[src/cwf_pkg.sv]
// ----------------------------------------------------------------------------
// cwf_pkg
// Shared codes, reset values and controller/datapath interface types for the
// carrot waypoint follower.
// ----------------------------------------------------------------------------
`default_nettype none

package cwf_pkg;

    // input operations
    localparam logic [1:0] OP_LOAD  = 2'd0;
    localparam logic [1:0] OP_START = 2'd1;
    localparam logic [1:0] OP_TICK  = 2'd2;

    // result events
    localparam logic [1:0] EV_NONE   = 2'd0;
    localparam logic [1:0] EV_PASSED = 2'd1;
    localparam logic [1:0] EV_DONE   = 2'd2;

    // configuration register indexes
    localparam logic [2:0] CFG_STEP   = 3'd0;
    localparam logic [2:0] CFG_LEAD   = 3'd1;
    localparam logic [2:0] CFG_REACH  = 3'd2;
    localparam logic [2:0] CFG_TMO    = 3'd3;
    localparam logic [2:0] CFG_GROUND = 3'd4;
    localparam logic [2:0] CFG_TOTAL  = 3'd5;

    localparam logic [30:0] STEP_RST  = 31'd3277;
    localparam logic [30:0] LEAD_RST  = 31'd131072;
    localparam logic [30:0] REACH_RST = 31'd19661;
    localparam logic [31:0] TMO_RST   = 32'd30000;

    // length phases of a tick
    localparam logic [1:0] PH_STEP = 2'd0;   // carrot to waypoint
    localparam logic [1:0] PH_LEAD = 2'd1;   // drone to carrot
    localparam logic [1:0] PH_DIST = 2'd2;   // waypoint to drone

    // datapath commands
    localparam logic [3:0] DP_NOP      = 4'd0;
    localparam logic [3:0] DP_WRITE    = 4'd1;
    localparam logic [3:0] DP_START    = 4'd2;
    localparam logic [3:0] DP_LATCH_W  = 4'd3;
    localparam logic [3:0] DP_VEC      = 4'd4;
    localparam logic [3:0] DP_SQ_MUL   = 4'd5;
    localparam logic [3:0] DP_SQ_ACC   = 4'd6;
    localparam logic [3:0] DP_SQRT_GO  = 4'd7;
    localparam logic [3:0] DP_SNAP     = 4'd8;
    localparam logic [3:0] DP_SC_MUL   = 4'd9;
    localparam logic [3:0] DP_DIV_GO   = 4'd10;
    localparam logic [3:0] DP_SC_STORE = 4'd11;
    localparam logic [3:0] DP_OUT      = 4'd12;
    localparam logic [3:0] DP_OUT_NONE = 4'd13;

    typedef struct packed {
        logic [3:0] op;
        logic [1:0] axis;
        logic [1:0] phase;
    } cmd_t;

    typedef struct packed {
        logic [1:0] op;
        logic       no_active;
        logic       snap;
        logic       clamp;
        logic       sqrt_done;
        logic       div_done;
        logic       out_free;
    } sts_t;

endpackage

`default_nettype wire

[src/cwf_ctrl.sv]
// ----------------------------------------------------------------------------
// cwf_ctrl
// Sequencer for one item: decode, three length passes (carrot step, lead
// clamp, drone distance), per-axis scaling, and result hand-off.
// ----------------------------------------------------------------------------
`default_nettype none

module cwf_ctrl import cwf_pkg::*;
(
    input  wire logic clk,
    input  wire logic rst_n,
    input  wire logic in_accept,
    output logic      in_ready,
    output cmd_t      cmd,
    input  wire sts_t sts
);

    localparam logic [3:0] S_IDLE     = 4'd0;
    localparam logic [3:0] S_DECODE   = 4'd1;
    localparam logic [3:0] S_VEC      = 4'd2;
    localparam logic [3:0] S_MUL      = 4'd3;
    localparam logic [3:0] S_ACC      = 4'd4;
    localparam logic [3:0] S_SQGO     = 4'd5;
    localparam logic [3:0] S_SQWAIT   = 4'd6;
    localparam logic [3:0] S_DECIDE   = 4'd7;
    localparam logic [3:0] S_SCMUL    = 4'd8;
    localparam logic [3:0] S_DIVGO    = 4'd9;
    localparam logic [3:0] S_DIVWAIT  = 4'd10;
    localparam logic [3:0] S_OUT      = 4'd11;
    localparam logic [3:0] S_OUT_NONE = 4'd12;

    logic [3:0] state_reg, state_next;
    logic [1:0] phase_reg, phase_next;
    logic [1:0] axis_reg, axis_next;

    always_comb
    begin
        state_next = state_reg;
        phase_next = phase_reg;
        axis_next  = axis_reg;
        cmd.op     = DP_NOP;
        cmd.axis   = axis_reg;
        cmd.phase  = phase_reg;

        case (state_reg)
            S_IDLE:
            begin
                if (in_accept)
                    state_next = S_DECODE;
            end
            S_DECODE:
            begin
                state_next = S_IDLE;
                case (sts.op)
                    OP_LOAD:  cmd.op = DP_WRITE;
                    OP_START: cmd.op = DP_START;
                    OP_TICK:
                    begin
                        if (sts.no_active)
                            state_next = S_OUT_NONE;
                        else
                        begin
                            cmd.op     = DP_LATCH_W;
                            phase_next = PH_STEP;
                            state_next = S_VEC;
                        end
                    end
                    default: ;
                endcase
            end
            S_VEC:
            begin
                cmd.op     = DP_VEC;
                axis_next  = 2'd0;
                state_next = S_MUL;
            end
            S_MUL:
            begin
                cmd.op     = DP_SQ_MUL;
                state_next = S_ACC;
            end
            S_ACC:
            begin
                cmd.op = DP_SQ_ACC;
                if (axis_reg == 2'd2)
                    state_next = S_SQGO;
                else
                begin
                    axis_next  = axis_reg + 2'd1;
                    state_next = S_MUL;
                end
            end
            S_SQGO:
            begin
                cmd.op     = DP_SQRT_GO;
                state_next = S_SQWAIT;
            end
            S_SQWAIT:
            begin
                if (sts.sqrt_done)
                    state_next = S_DECIDE;
            end
            S_DECIDE:
            begin
                axis_next = 2'd0;
                case (phase_reg)
                    PH_STEP:
                    begin
                        if (sts.snap)
                        begin
                            cmd.op     = DP_SNAP;
                            phase_next = PH_LEAD;
                            state_next = S_VEC;
                        end
                        else
                            state_next = S_SCMUL;
                    end
                    PH_LEAD:
                    begin
                        if (sts.clamp)
                            state_next = S_SCMUL;
                        else
                        begin
                            phase_next = PH_DIST;
                            state_next = S_VEC;
                        end
                    end
                    default: state_next = S_OUT;
                endcase
            end
            S_SCMUL:
            begin
                cmd.op     = DP_SC_MUL;
                state_next = S_DIVGO;
            end
            S_DIVGO:
            begin
                cmd.op     = DP_DIV_GO;
                state_next = S_DIVWAIT;
            end
            S_DIVWAIT:
            begin
                if (sts.div_done)
                begin
                    cmd.op = DP_SC_STORE;
                    if (axis_reg == 2'd2)
                    begin
                        phase_next = phase_reg + 2'd1;
                        state_next = S_VEC;
                    end
                    else
                    begin
                        axis_next  = axis_reg + 2'd1;
                        state_next = S_SCMUL;
                    end
                end
            end
            S_OUT:
            begin
                if (sts.out_free)
                begin
                    cmd.op     = DP_OUT;
                    state_next = S_IDLE;
                end
            end
            S_OUT_NONE:
            begin
                if (sts.out_free)
                begin
                    cmd.op     = DP_OUT_NONE;
                    state_next = S_IDLE;
                end
            end
            default: state_next = S_IDLE;
        endcase
    end

    always_ff @(posedge clk or negedge rst_n)
    begin
        if (!rst_n)
        begin
            state_reg <= S_IDLE;
            phase_reg <= PH_STEP;
            axis_reg  <= 2'd0;
        end
        else
        begin
            state_reg <= state_next;
            phase_reg <= phase_next;
            axis_reg  <= axis_next;
        end
    end

    assign in_ready = state_reg == S_IDLE;

endmodule

`default_nettype wire

[config.mk]
export PLATFORM = sky130hd
export DESIGN_NAME = cwf_ctrl
export DESIGN_NICKNAME = d
export VERILOG_FILES = /design/src/cwf_pkg.sv /design/src/cwf_ctrl.sv
export SDC_FILE = /design/constraint.sdc
export NUM_CORES = 1
export LEC_CHECK = 0
export BUFFER_PORTS_ARGS = -buffer_cell sky130_fd_sc_hd__buf_2
export CORE_UTILIZATION = 53
export DETAILED_ROUTE_END_ITERATION = 12
export PLACE_DENSITY = 0.85
export SLEW_MARGIN = 5
export SYNTH_ARGS = -nofsm -noshare
export SYNTH_HDL_FRONTEND = slang
export SYNTH_SLANG_ARGS = --single-unit
[constraint.sdc]
create_clock -name clk -period 2.1 [get_ports clk]
set_clock_uncertainty 0.2 [all_clocks]
set_input_delay 0.105 -clock clk [delete_from_list [all_inputs] [get_ports clk]]
set_output_delay 0.105 -clock clk [all_outputs]
set_load 0.01 [all_outputs]
==> results summary <==
By area, the combinational part of the netlist is dominated by compound AO/OA/AOI/OAI gates. The overall die area is 1960 um2. The count of nets left with antenna violations once routing finished came out at 0.

The post-synthesis cell area came out at 945 um2. The fraction of synthesized cell area in xor and xnor cells came out at 0.927%. The cell count after synthesis came out at 119. The routability-driven placement congestion ratio came out at 0.940. The worst hold-check slack is 0.0154 ns. The power per cell area came out at 1470 nW/um2. The remaining global-route overflow is 0. Once placement completed, the tool counted placed cells totaling 155.

The initial antenna violation count came to 0. The detailed-placement wirelength estimate came out at 1.89 mm. In this run the critical register-to-register path is captured at phase_reg[0]$_DFFE_PN0P_. On the critical path, the stage with the largest delay is an instance of sky130_fd_sc_hd__dfrtp_1. The share of the synthesized area in the top cell type came out at 21.2%.

TritonCTS built the clock tree. The average wire per cell in the routed design is 14.9 um. The footprint of the flip-flops and latches is 200 um2. The total count of hold-check failures in the final report was 0. The overall global routing resource usage came out at 27.2%. The placeable core region came out at 1580 um2. For this run, the leading register cell type out of synthesis is sky130_fd_sc_hd__dfrtp_1. The count of flip-flops with a built-in enable after synthesis is 0. The clock sink count is 8. Counting every net in the synthesized netlist gives 135. For the pin with the worst max-slew slack, the measured transition is 0.312 ns. The total count of max-transition violations in the final report is 0. The leakage component of the power is 0.517 nW.

The startpoint identified for the worst register-to-register timing path is phase_reg[1]$_DFFE_PN0P_. The worst setup path is of the reg -> reg kind. The number of buffers on the longest clock path is 2. The cell chosen for the clock root is sky130_fd_sc_hd__clkbuf_4. The largest total area in the synthesized netlist belongs to sky130_fd_sc_hd__dfrtp_1. The starting DRC count in detailed routing is 51.

The share of synthesized cell area in full adder, half adder and majority cells is 6.62%. The setup slack on the worst flop-to-flop path is 0.08 ns. The required time of the critical path came out at 2.04 ns. The horizontal die dimension is 44.2 um. The fraction of layout instances using a drive strength above 1 is 26.6%.

In this run, synthesis produced a sequential element count of 8. Traced cell by cell, the critical path runs through inv_1, ha_2, nor2b_1, o2bb2ai_1, a221oi_2, mux2_1. The level count of the clock H-tree is 1. The number of cells traversed by the worst register-to-register path came out at 6. The post-route non-filler standard cell count came out at 159. The number of diodes came out at 0. The placed cell area came out at 1110 um2.

The sequential cell area fraction in the yosys report is 21.2%. The final net count is 161. The insertion delay of the later-clocked pin in the worst-skew pair is 0.26 ns. The compound-cell area share of the yosys netlist is 31.7%. The number of input and output port buffers inserted came out at 19. The post-synthesis share of cell area spent on and, or, nand and nor gates came out at 27.0%. 20 I/O pins were placed. The flow ran to the end, and the final reports show no timing, DRC or antenna violations.

The detailed-route via count came out at 1016. By area the synthesized netlist is led by sky130_fd_sc_hd__dfrtp_1 (21%), sky130_fd_sc_hd__ha_1 (6.6%), sky130_fd_sc_hd__nor2b_1 (4.6%). Buffers inserted during clock tree synthesis total 3. During synthesis, Yosys emitted a total of 0 warnings.

The largest stage delay on the critical path is 0.37 ns. In this run the worst hold path is classified as in -> async. The largest fanout of any net on the critical path is 5.

Relative to the synthesized area, the layout overhead comes to 22.0%. Measured against its own limit, the worst slew margin works out to 79.2%. After detailed routing, the number of vias per cell comes to 6.39. The tool flagged a number of max-cap violations equal to 0. Row generation in the floorplan step produced 14 rows. In the synthesized netlist, mux cells make up 4.64% of the area. The worst setup path is launched from a flop. The summed area of non-filler cells in the final layout is 1150 um2. The post-route core utilization is 73.1%. The number of filler cells placed in the layout is 125.

The register with the most flip-flops in the layout has 4 of them. Timing would allow up to 0.495 GHz. The total detailed-routing wirelength is 2.36 mm. The final-report setup violation count is 0. Setup repair after global routing left no endpoint under its margin. The final critical path time including I/O delays and setup is 2.02 ns. The worst path uses 96.2% of the clock period. The die extent in y came out at 44.2 um. Summing all multi-input logic gate instances after layout gives 674 um2. The mean area per synthesized cell came out at 7.94 um2.

The clock-pin slew of the registers on the worst-case setup and hold paths came out at 0.06 ns. The endpoint arrival time on the critical path is 1.96 ns. The wire length of the first global-routing pass came out at 3.94 mm. The number of global-route vias before repair is 883. The worst setup path is captured at a flop. The post-route setup TNS came out at 0 ns. The first-pass detailed-route iteration total came out at 6.

The number of distinct library cells after synthesis came out at 44. The async set-or-reset flop fraction in the synthesized netlist came out at 100%. The initial cell density of the core is 59.9%. The pin count of the biggest net entering global routing is 21. VDD sags by at most 0.00108 V. The remaining design rule violation count is 0.
cell usage in the layout (no fill, tap or decap), drive strengths merged, types with 5 or more instances in the layout:
cell type and instances:
a21oi 7, buf 29, dfrtp 8, ha 5
nor2b 7, nor2 9, nand2b 6, inv 8
o21ai 7, nand2 6
cell type report:
| class | instances | area share, % |
|---|---|---|
| Clock buffer | 3 | 1.95 |
| Multi-Input combinational cell | 94 | 58.5 |
| Timing Repair Buffer | 30 | 17.8 |
| Sequential cell | 8 | 17.4 |
| Inverter | 8 | 2.61 |
| Tap cell | 16 | 1.74 |
critical path: cells and delay by family (launching register included):
kind / cells / cell delay [ns]
AOI/OAI and AO/OA: 2 / 0.42
DFF: 1 / 0.37
muxes: 1 / 0.34
adders and majority gates: 1 / 0.24
and+or+nand+nor: 1 / 0.19
buffers and inverters: 1 / 0.14
synthesized netlist by cell type (2+ instances only):
master,n
sky130_fd_sc_hd__a21oi_1,7
sky130_fd_sc_hd__a221oi_1,2
sky130_fd_sc_hd__a22o_1,3
sky130_fd_sc_hd__a22oi_1,3
sky130_fd_sc_hd__a2bb2oi_1,2
sky130_fd_sc_hd__a31oi_1,2
sky130_fd_sc_hd__a32o_1,2
sky130_fd_sc_hd__buf_1,2
sky130_fd_sc_hd__buf_2,3
sky130_fd_sc_hd__clkbuf_1,3
sky130_fd_sc_hd__dfrtp_1,8
sky130_fd_sc_hd__ha_1,5
sky130_fd_sc_hd__inv_1,8
sky130_fd_sc_hd__mux2_1,3
sky130_fd_sc_hd__nand2_1,6
sky130_fd_sc_hd__nand2b_1,5
sky130_fd_sc_hd__nand3b_1,3
sky130_fd_sc_hd__nor2_1,9
sky130_fd_sc_hd__nor2b_1,7
sky130_fd_sc_hd__nor3b_1,2
sky130_fd_sc_hd__o21ai_0,5
sky130_fd_sc_hd__o21ai_1,2
sky130_fd_sc_hd__o221ai_1,2
sky130_fd_sc_hd__o22ai_1,3
sky130_fd_sc_hd__o2bb2ai_1,2
sky130_fd_sc_hd__o32ai_1,2
report_power, final:
part           total (mW)  internal, mW  switching, mW  leakage (nW)
clock               0.118        0.0654         0.0523        0.0138
combinational        1.28         0.619          0.659         0.401
sequential          0.299         0.221         0.0780         0.102
total                1.69         0.906          0.789         0.517
logic make-up (layout without fill, tap and decap cells):
logic type	Yosys count	in the layout
buffers and inverters	17	41
xor gates and xnor gates	1	1
and+or+nand+nor	43	43
muxes	4	4
DFF	8	8
AOI/OAI and AO/OA	41	41
adders and majority gates	5	5
how the worst max path moves through the flow:
stage	start	endpoint	slack, ns
2_1_floorplan	phase_reg[1]$_DFFE_PN0P_	phase_reg[0]$_DFFE_PN0P_	0.12
3_3_place_gp	phase_reg[1]$_DFFE_PN0P_	phase_reg[0]$_DFFE_PN0P_	0.13
6_report	phase_reg[1]$_DFFE_PN0P_	phase_reg[0]$_DFFE_PN0P_	0.08
4_1_cts	phase_reg[1]$_DFFE_PN0P_	phase_reg[0]$_DFFE_PN0P_	0.04
3_5_place_dp	phase_reg[1]$_DFFE_PN0P_	phase_reg[0]$_DFFE_PN0P_	0.05
5_1_grt	phase_reg[1]$_DFFE_PN0P_	phase_reg[0]$_DFFE_PN0P_	0.002
per-stage QoR:
step | worst slack [ns] | power (mW)
after global placement | 0.130 | 1.51
after global routing | 0.00184 | 1.85
after detailed placement | 0.0454 | 1.56
after floorplan | 0.119 | 1.16
final | 0.0804 | 1.69
after CTS | 0.0370 | 1.69
metal layers:
metal / vias up / global-route usage [%] / wire length [um]
li1: 497 / - / -
met1: 477 / 36.3 / 1020
met2: 42 / 47.1 / 1180
met3: 0 / 6.12 / 163
met4: 0 / 1.82 / 0
met5: - / 0 / 0
repair_timing:
action,CTS,global route
hold buffers,1,0
endpoints found under the setup margin,0,3
resized for setup,0,2
setup buffers,0,0
hold endpoints to repair,8,0
Note: power is estimated with default switching activity, not from simulation.
